===== config.mk =====
export PLATFORM = sky130hd
export DESIGN_NAME = three_rotor_substitution_cipher_top
export DESIGN_NICKNAME = d
export VERILOG_FILES = /design/src/hdl/rsc_pkg.sv /design/src/hdl/rsc_rotor_cell.sv /design/src/hdl/three_rotor_substitution_cipher_top.sv
export SDC_FILE = /design/constraint.sdc
export NUM_CORES = 1
export LEC_CHECK = 0
export ABC_AREA = 1
export ABC_CLOCK_PERIOD_IN_PS = 4050
export BUFFER_PORTS_ARGS = -buffer_cell sky130_fd_sc_hd__buf_4
export CAP_MARGIN = 25
export CORE_MARGIN = 10
export CORE_UTILIZATION = 63
export DETAILED_ROUTE_END_ITERATION = 8
export PLACE_DENSITY_LB_ADDON = 0.2
export SETUP_SLACK_MARGIN = 0.3
export SLEW_MARGIN = 20
export SYNTH_ARGS = -nofsm -noshare
export SYNTH_HDL_FRONTEND = slang
export SYNTH_SLANG_ARGS = --single-unit

===== constraint.sdc =====
create_clock -name clk -period 4.05 [get_ports clk]
set_input_delay 0.2025 -clock clk [delete_from_list [all_inputs] [get_ports clk]]
set_output_delay 0.2025 -clock clk [all_outputs]
set_load 0.01 [all_outputs]

===== src/hdl/rsc_pkg.sv =====
// Shared types and constants for the three-rotor substitution cipher.
`timescale 1ns / 1ps

package rsc_pkg;

    localparam int ALPHA_LEN = 26;

    localparam logic OPC_CIPHER = 1'b0;
    localparam logic OPC_LOAD   = 1'b1;

    localparam logic [1:0] ROTOR_FIRST  = 2'd0;
    localparam logic [1:0] ROTOR_SECOND = 2'd1;
    localparam logic [1:0] ROTOR_THIRD  = 2'd2;

    localparam logic [7:0] CHAR_UPPER_A = 8'h41;
    localparam logic [7:0] CHAR_UPPER_Z = 8'h5A;
    localparam logic [7:0] CHAR_LOWER_A = 8'h61;
    localparam logic [7:0] CHAR_LOWER_Z = 8'h7A;

    // One item as it travels down the rotor chain.
    typedef struct packed {
        logic       is_load;
        logic       is_letter;
        logic       is_lower;
        logic       carry;
        logic [4:0] value;
        logic [7:0] raw;
        logic [1:0] rotor_select;
        logic [4:0] entry_index;
        logic [4:0] entry_value;
    } rsc_item_t;

endpackage


===== src/hdl/rsc_rotor_cell.sv =====
// One rotor cell: a 26-entry table, its offset and one pipeline register.
`timescale 1ns / 1ps

module rsc_rotor_cell
    import rsc_pkg::*;
(
    input  logic       clk,
    input  logic       rst_n,
    input  logic [1:0] cell_id,
    input  logic       up_valid,
    output logic       up_ready,
    input  rsc_item_t  up_item,
    output logic       dn_valid,
    input  logic       dn_ready,
    output rsc_item_t  dn_item,
    output logic [4:0] offset
);

    localparam logic [5:0] ALPHA_LEN6 = 6'(ALPHA_LEN);
    localparam logic [4:0] ALPHA_LEN5 = 5'(ALPHA_LEN);
    localparam logic [4:0] LAST_POS   = 5'(ALPHA_LEN - 1);

    logic [4:0] table_reg [0:ALPHA_LEN-1];
    logic [4:0] offset_reg;
    logic [4:0] offset_next;
    logic       valid_reg;
    rsc_item_t  item_reg;
    rsc_item_t  item_next;
    logic       accept;
    logic       wr_en;
    logic [5:0] sum;
    logic [5:0] wrap1;
    logic [5:0] wrap2;
    logic [4:0] pos;
    logic       at_last;

    assign up_ready = !valid_reg || dn_ready;
    assign accept   = up_valid && up_ready;
    assign dn_valid = valid_reg;
    assign dn_item  = item_reg;
    assign offset   = offset_reg;
    assign at_last  = (offset_reg == LAST_POS);

    // The index can reach 31 + 25, so two conditional subtracts bring it into range.
    always_comb
    begin
        sum   = {1'b0, up_item.value} + {1'b0, offset_reg};
        wrap1 = (sum >= ALPHA_LEN6) ? sum - ALPHA_LEN6 : sum;
        wrap2 = (wrap1 >= ALPHA_LEN6) ? wrap1 - ALPHA_LEN6 : wrap1;
        pos   = wrap2[4:0];
    end

    assign wr_en = accept && up_item.is_load && (up_item.rotor_select == cell_id)
                   && (up_item.entry_index < ALPHA_LEN5);

    always_comb
    begin
        item_next   = up_item;
        offset_next = offset_reg;
        if (up_item.is_load)
        begin
            offset_next = '0;
        end
        else if (up_item.is_letter)
        begin
            item_next.value = table_reg[pos];
            item_next.carry = up_item.carry && at_last;
            if (up_item.carry)
            begin
                offset_next = at_last ? 5'd0 : offset_reg + 5'd1;
            end
        end
    end

    always_ff @(posedge clk)
    begin
        if (wr_en)
        begin
            table_reg[up_item.entry_index] <= up_item.entry_value;
        end
    end

    always_ff @(posedge clk or negedge rst_n)
    begin
        if (!rst_n)
        begin
            valid_reg  <= 1'b0;
            offset_reg <= '0;
        end
        else
        begin
            if (up_ready)
            begin
                valid_reg <= up_valid;
            end
            if (accept)
            begin
                offset_reg <= offset_next;
            end
        end
    end

    always_ff @(posedge clk)
    begin
        if (accept)
        begin
            item_reg <= item_next;
        end
    end

endmodule


===== src/hdl/three_rotor_substitution_cipher_top.sv =====
// Top level of the three-rotor substitution cipher: input decode, rotor chain, output.
`timescale 1ns / 1ps

// The block takes one item per clock cycle unless out_ready stalls the chain, either
// a cipher byte or a rotor table load. The item passes the registers of three rotor
// cells in turn; each cell holds its own 26-entry table and offset and steps that
// offset when the carry that rides along with the letter reaches it, so the
// odometer needs no feedback and the chain stays full. A load occupies one slot
// like any other item, writes its entry as it passes the selected cell, clears
// every offset on the way and gives no result. The third cell's register holds the
// result; while it waits, the earlier cells keep taking items until full.

module three_rotor_substitution_cipher_top
    import rsc_pkg::*;
(
    input  logic       clk,
    input  logic       rst_n,
    input  logic       in_valid,
    output logic       in_ready,
    input  logic       opcode,
    input  logic [7:0] data_byte,
    input  logic [1:0] rotor_select,
    input  logic [4:0] entry_index,
    input  logic [4:0] entry_value,
    output logic       out_valid,
    input  logic       out_ready,
    output logic [7:0] out_byte
);

    rsc_item_t  in_item;
    rsc_item_t  c1_item;
    rsc_item_t  c2_item;
    rsc_item_t  c3_item;
    logic       c1_valid;
    logic       c2_valid;
    logic       c3_valid;
    logic       c1_ready;
    logic       c2_ready;
    logic       c3_ready;
    logic [4:0] c1_off;
    logic [4:0] c2_off;
    logic [4:0] c3_off;
    logic       is_upper;
    logic       is_lower;
    logic [7:0] base;

    always_comb
    begin
        is_upper = (data_byte >= CHAR_UPPER_A) && (data_byte <= CHAR_UPPER_Z);
        is_lower = (data_byte >= CHAR_LOWER_A) && (data_byte <= CHAR_LOWER_Z);
        base     = is_lower ? CHAR_LOWER_A : CHAR_UPPER_A;

        in_item              = '0;
        in_item.is_load      = (opcode == OPC_LOAD);
        in_item.is_letter    = (opcode == OPC_CIPHER) && (is_upper || is_lower);
        in_item.is_lower     = is_lower;
        in_item.carry        = in_item.is_letter;
        in_item.value        = 5'(data_byte - base);
        in_item.raw          = data_byte;
        in_item.rotor_select = rotor_select;
        in_item.entry_index  = entry_index;
        in_item.entry_value  = entry_value;
    end

    rsc_rotor_cell u_cell1 (
        .clk      (clk),
        .rst_n    (rst_n),
        .cell_id  (ROTOR_FIRST),
        .up_valid (in_valid),
        .up_ready (in_ready),
        .up_item  (in_item),
        .dn_valid (c1_valid),
        .dn_ready (c1_ready),
        .dn_item  (c1_item),
        .offset   (c1_off)
    );

    rsc_rotor_cell u_cell2 (
        .clk      (clk),
        .rst_n    (rst_n),
        .cell_id  (ROTOR_SECOND),
        .up_valid (c1_valid),
        .up_ready (c1_ready),
        .up_item  (c1_item),
        .dn_valid (c2_valid),
        .dn_ready (c2_ready),
        .dn_item  (c2_item),
        .offset   (c2_off)
    );

    rsc_rotor_cell u_cell3 (
        .clk      (clk),
        .rst_n    (rst_n),
        .cell_id  (ROTOR_THIRD),
        .up_valid (c2_valid),
        .up_ready (c2_ready),
        .up_item  (c2_item),
        .dn_valid (c3_valid),
        .dn_ready (c3_ready),
        .dn_item  (c3_item),
        .offset   (c3_off)
    );

    // Load items retire silently at the end of the chain.
    assign out_valid = c3_valid && !c3_item.is_load;
    assign c3_ready  = out_ready || c3_item.is_load;

    always_comb
    begin
        if (c3_item.is_letter)
        begin
            out_byte = (c3_item.is_lower ? CHAR_LOWER_A : CHAR_UPPER_A) + {3'b000, c3_item.value};
        end
        else
        begin
            out_byte = c3_item.raw;
        end
    end

    a_offsets_in_range: assert property (@(posedge clk) disable iff (!rst_n)
        (c1_off <= 5'(ALPHA_LEN - 1)) && (c2_off <= 5'(ALPHA_LEN - 1))
        && (c3_off <= 5'(ALPHA_LEN - 1)))
        else $error("rotor offset out of range");

    a_load_clears_first: assert property (@(posedge clk) disable iff (!rst_n)
        (in_valid && in_ready && (opcode == OPC_LOAD)) |=> (c1_off == 5'd0))
        else $error("load did not clear the first offset");

    a_letter_steps_first: assert property (@(posedge clk) disable iff (!rst_n)
        (in_valid && in_ready && in_item.is_letter) |=>
        (c1_off == (($past(c1_off) == 5'(ALPHA_LEN - 1)) ? 5'd0 : $past(c1_off) + 5'd1)))
        else $error("letter did not step the first offset");

endmodule


# Word level (Yosys, flattened, before mapping)
# Memory sizes are Yosys's and may differ from the RTL's.
# Cells that the tools add are included.
# op_classes
addsub	14
multipliers	0
n_div	0
order_cmp	13
eq_ne	5
shifts	0
muxes	31
bitwise	1
reduce_logical	36
# ops
cell	n
$mux W5	16
$mux W6	8
$ge A6 B5 Y1 const B	6
$sub A5 B5 Y5 const B	4
$add A5 B5 Y6	3
$logic_and A1 B1 Y1	18
$sub A6 B5 Y6 const B	3
$ge A8 B7 Y1 const B	2
$le A8 B7 Y1 const B	2
$add A5 B1 Y5 const B	3
$eq A5 B5 Y1 const B	3
$lt A5 B5 Y1 const B	3
$reduce_bool A2 Y1	5
$add A7 B5 Y8	1
$mux W8	1
$mux W1	6
$reduce_and A3 Y1	2
$logic_or A1 B1 Y1	5
$logic_not A1 Y1	4
$eq A2 B1 Y1 const B	1
$eq A2 B2 Y1 const B	1
$logic_not A2 Y1	1
$reduce_and A2 Y1	1
$not A1 Y1	1
# word_totals
register_bits	92
latch_bits	0
ram_bits	390
mem_bits_ro	0
in_bits	25
memories	3
# mem_list
memory	depth	word_bits	read_ports	rd_clocked_by_memory_dff	wr	line_no	source
u_cell1.table_reg	26	5	1	0	1	rsc_rotor_cell.sv:23	logic [4:0] table_reg [0:ALPHA_LEN-1];
u_cell2.table_reg	26	5	1	0	1	rsc_rotor_cell.sv:23	
u_cell3.table_reg	26	5	1	0	1	rsc_rotor_cell.sv:23	

# Logic depth before layout (Yosys ltp)
# logic_depth
word_depth	10
ltp_mapped	28
mapped_depth_nobuf	27

# Modules after synthesis
# A second synthesis with hierarchy kept.
# hier_totals
cells_unflattened	1938
hier_area_um2	22565.4
# by_module_without_submodules
mod	instances	cells_each	area_each_um2	seq_area_each_um2
rsc_rotor_cell at u_cell2 ...	2	614	7403.4	4924.7
rsc_rotor_cell at u_cell1	1	621	7319.5	4924.7
three_rotor_substitution_cipher_top	1	89	439.2	0.0

# Worst setup path after synthesis
# Ideal clock, no wire load.
# synth_timing
path_type	input to register
from	in data_byte[0]
to	reg u_cell1.item_reg (netlist bit u_cell1.dn_item[22]) (data pin)
setup_ns	0.253
arrival_time_ns	3.076
t_required_ns	3.797
slack_ns	0.720
stages	26
path_buffers	1
path_cell_list	inv_1 ha_1 inv_1 fa_1 xnor2_1 ha_1 inv_1 nor2_1 inv_1 nor2_1 nand2_2 nand3_1 inv_1 a21oi_1 nand3_2 nand2_4 nand2_1 nand2_1 buf_2 nand2_1 nand3_1 nand3_1 nand2_1 nand2_1 nor2_1 nor2_1
# synth_lines
element	line_no	source
from (decl)	three_rotor_substitution_cipher_top.sv:21	input logic [7:0] data_byte,
to (signal assigned)	rsc_rotor_cell.sv:107	item_reg <= item_next;
to (decl)	rsc_rotor_cell.sv:27	rsc_item_t item_reg;

==> impl.org <==
** Logic synthesis
- Counting distinct cell types in the post-synthesis netlist gives 47.
- In the synthesized netlist, the number of instances is around 1,900.
- Ys async rst share :: under 10%
- Synthesized netlist net count :: around 1,900
- Leading register cell type out of synthesis :: sky130_fd_sc_hd__edfxtp_1
- Post-synthesis cell area :: about 22,000 µm²
- Cell types with the largest area share after synthesis :: sky130_fd_sc_hd__edfxtp_1 64%, sky130_fd_sc_hd__mux2i_1 6.3%, sky130_fd_sc_hd__nand2_1 6.0%
- In this run the mean area of a mapped cell was between 10 and 15 µm².
- Of the post-synthesis cell area, the dominant cell type holds 63.9%.
- During synthesis, Yosys emitted a total of 0 warnings.
- Sequential elements use about two thirds of the synthesized area.
- Cell taking the most area after synthesis :: sky130_fd_sc_hd__edfxtp_1
- Dominant cell by count in the synthesized netlist :: sky130_fd_sc_hd__edfxtp_1
- Number of register bits inferred by synthesis :: between 400 and 500
- Number of synthesized flops with an enable pin :: approximately 460
- Most frequent cells after synthesis :: 464 x sky130_fd_sc_hd__edfxtp_1, 346 x sky130_fd_sc_hd__nand2_1, 260 x sky130_fd_sc_hd__nor2_1, 192 x sky130_fd_sc_hd__nand3_1, 137 x sky130_fd_sc_hd__mux2i_1

** Detailed routing
- Summed over all layers, the routed wires come to roughly 50,000 µm.
- Number of nets with antenna violations after routing :: 0
- Vias after detailed routing :: ~15,000
- Post-route DRC :: 0
- Dividing the detail-routed via count by the number of cells gives ~6.
- In the final routed layout, each cell accounts on average for about 20 µm.
- Iteration-0 DRC Markers :: 1,418
- Before antenna repair, the detailed router went through 5 iterations.

** GRT
- Maximum number of pins on one net before global-route repair :: 66
- Vias in the first global route :: roughly 13,000
- The number of antenna violations at the first check in global routing is 1.
- The first global-routing pass estimated between 70,000 and 80,000 µm of wire.
- GR Util All Layers :: between 20% and 30%
- Gr ovfl total :: 0

** Clock network
- Total clock buffers created by CTS :: 48
- Source-to-sink clock delay at the later pin of the worst-skew pair :: approximately 0.56 ns
- Cell at the root of the clock tree :: sky130_fd_sc_hd__clkbuf_16
- Number of sinks handled by clock tree synthesis :: between 400 and 500
- The clock passes through at most 3 buffers.
- After clock tree synthesis, the clock-pin slew on the worst setup and hold paths is roughly 0.060 ns.
- TritonCTS built the clock tree.
- Htree depth :: 2

** Floorplanning
- 35 I/O pins were placed.
- X dimension of the die :: around 210 µm
- Core region area :: 34,400 µm²
- Once the floorplan was initialized, standard cells occupied a little under two thirds of the core.
- Die height :: 206 µm
- The die covers 42,500 µm².
- Cell Rows :: 68

** Critical path
- On the critical path, the stage with the largest delay is an instance of sky130_fd_sc_hd__edfxtp_1.
- Arrival time of the worst setup path :: between 4 and 5 ns
- Nature of the critical path endpoint :: register
- In this run the critical register-to-register path is launched from u_cell1.dn_item[20]$_DFFE_PP_.
- Register-to-register path setup slack :: approximately 0.21 ns
- CP startpoint kind :: register
- Peak fanout along the critical path :: 6
- FF-to-FF End :: u_cell2.dn_item[24]$_DFFE_PP_
- Largest delay contributor family on the critical path :: simple AND/OR/NAND/NOR gates
- At the worst endpoint, the required time is between 4 and 5 ns.
- Counting stages on the worst path, the most repeated cell is sky130_fd_sc_hd__nor2_1.
- On the worst path, the slowest cell contributes a delay of ~0.44 ns.
- The critical path in this run is classified as register to register.
- Walking the worst path, the cells encountered are ha_4 -> inv_2 -> fa_2 -> xnor2_2 -> inv_2 -> buf_4 -> ha_1 -> inv_1 -> xor2_1 -> nand2_1 -> nand2_2 -> inv_2 -> nand3_4 -> nand2_8 -> buf_12 -> nand2_8 -> nand2_8 -> buf_4 -> o21ai_2 -> nor2_1 -> nor2_1 -> nor2_1 -> nor2_2 -> nor2_1.
- Bufs and invs on worst path :: 7
- Measured in cells, the most critical reg-to-reg path has a length of 24.

** Timing
- TNS Setup :: 0 ns
- The number of slew-limit violations in the final report came to 0.
- Final worst path period need :: around 3.8 ns
- Highest Clock Rate :: about 260 MHz
- In the post-route analysis, the smallest setup slack over all paths is roughly 0.21 ns.
- Tightest slew margin relative to the limit :: around 29%
- The number of hold-slack violations in the final timing report came to 0.
- After layout, the worst path uses ~95% of the clock period.
- Setup violators final :: 0
- Setup repair after global routing could not meet its margin everywhere.
- Layout Skew :: approximately 0.019 ns
- At the pin with the least slew margin, the transition time is between 1 and 1.5 ns.

** Status
- Result of the run :: complete, no violations

** Layout
- The multi-input combinational cells in the finished layout cover a total of about 7300 µm².
- After routing the design area is approximately 25,000 µm².
- FF/Latch Area :: 14,400 µm²
- Count of inserted antenna diode cells :: 0
- The net count of the finished layout is approximately 2,000.
- The layout has ~2,200 filler cells.
- Leaving out filler cells and counting taps, the final layout contains between 2,000 and 2,500.
- Area growth, synth to finish :: 15.9%
- Fraction of layout instances using a drive strength above 1 :: approximately 16%

** Run
- Reported max-cap violation count :: 0

** Placed design
- Counting tap cells, the placed design contains a total of approximately 2,300 instances.
- In this run the cell area measured after placement is 22,500 µm².
- Final HPWL DP :: approximately 30,000 µm
- Placer congestion estimate :: around 0.9
- Input and output buffers added on the ports amount to 34.
- Worst setup slack before clock tree synthesis :: roughly 0.0054 ns

** Min path
- HP Class :: primary input to asynchronous set/reset pin
==> logic make-up (layout without fill, tap and decap cells) <==
kind of cell               Yosys count  count (layout)  share of synthesized area (%)
DFF                                482             482                           66.0
buffers and inverters              181             326                           3.60
muxes                              152             152                           7.06
xor gates and xnor gates            16              16                          0.711
and+or+nand+nor                    866             876                           17.3
adders and majority gates           38              38                           2.28
AOI/OAI and AO/OA                  115             116                           3.07
==> per-stage QoR <==
step           utilization, %  hold WS [ns]
2_1_floorplan               -       -0.0931
3_3_place_gp             65.5        0.0905
3_5_place_dp             65.5        0.0961
4_1_cts                  70.5        0.0584
5_1_grt                  73.5        0.0625
6_report                 73.5        0.0598
==> layout make-up <==
cell class | instances | area share (%)
inverters | 127 | 1.93
clock inverters | 32 | 0.812
well taps | 455 | 2.25
clock buffers | 55 | 4.94
flip-flops and latches | 482 | 56.9
repair buffers | 112 | 4.14
multi-input cells | 1198 | 29.0
==> timing repair <==
item,4_1_cts,5_1_grt
endpoints found under the hold margin,36,0
pin swaps,1,45
buffers inserted,0,32
gates cloned,1,11
gates resized for setup,11,130
hold buffers,19,0
setup endpoints to repair,11,15
==> cell usage in the layout (no fill, tap or decap), drive strengths merged, types with 2 or more instances in the layout <==
cell type / netlist / layout
a211oi: 2 / 2
a21oi: 25 / 25
a2bb2oi: 2 / 2
a31oi: 2 / 2
buf: 29 / 92
bufinv: 0 / 2
clkbuf: 25 / 56
clkinv: 3 / 30
clkinvlp: 0 / 4
dfrtp: 18 / 18
dlygate4sd3: 0 / 19
edfxtp: 464 / 464
fa: 3 / 3
ha: 35 / 35
inv: 124 / 123
mux2: 15 / 15
mux2i: 137 / 137
nand2: 376 / 386
nand3: 200 / 200
nand3b: 4 / 4
nand4: 10 / 10
nor2: 262 / 262
nor3: 8 / 8
nor3b: 2 / 2
nor4: 3 / 3
o211ai: 3 / 3
o21ai: 71 / 72
o21bai: 2 / 2
o22ai: 4 / 4
xnor2: 4 / 4
xor2: 12 / 12
==> routing by layer <==
metal | part of all wire (%) | GRT usage (%) | vias up
met2 | 48 | 35.8 | 663
met4 | 2.5 | 5.63 | 2
met5 | 0.034 | 0 | -
met1 | 41 | 30.7 | 7002
met3 | 8.2 | 3.78 | 121
li1 | - | - | 6724
==> worst max-delay path by stage <==
stage                             startpoint                       endpoint  slack, ns  cells after the start
6_report       u_cell1.dn_item[20]$_DFFE_PP_  u_cell2.dn_item[24]$_DFFE_PP_       0.21                     24
5_1_grt        u_cell1.dn_item[20]$_DFFE_PP_  u_cell2.dn_item[24]$_DFFE_PP_       0.19                     24
4_1_cts        u_cell1.dn_item[20]$_DFFE_PP_  u_cell2.dn_item[20]$_DFFE_PP_       0.24                     24
3_5_place_dp   u_cell2.offset[0]$_DFFE_PN0P_  u_cell2.dn_item[20]$_DFFE_PP_      0.005                     22
3_3_place_gp   u_cell2.offset[0]$_DFFE_PN0P_  u_cell2.dn_item[20]$_DFFE_PP_      0.008                     24
2_1_floorplan                   data_byte[0]  u_cell1.dn_item[22]$_DFFE_PP_       0.72                     26
Power is left out: the tool's default activity adds up to more than one toggle a clock period on the data nets, which glitch-free logic cannot reach.
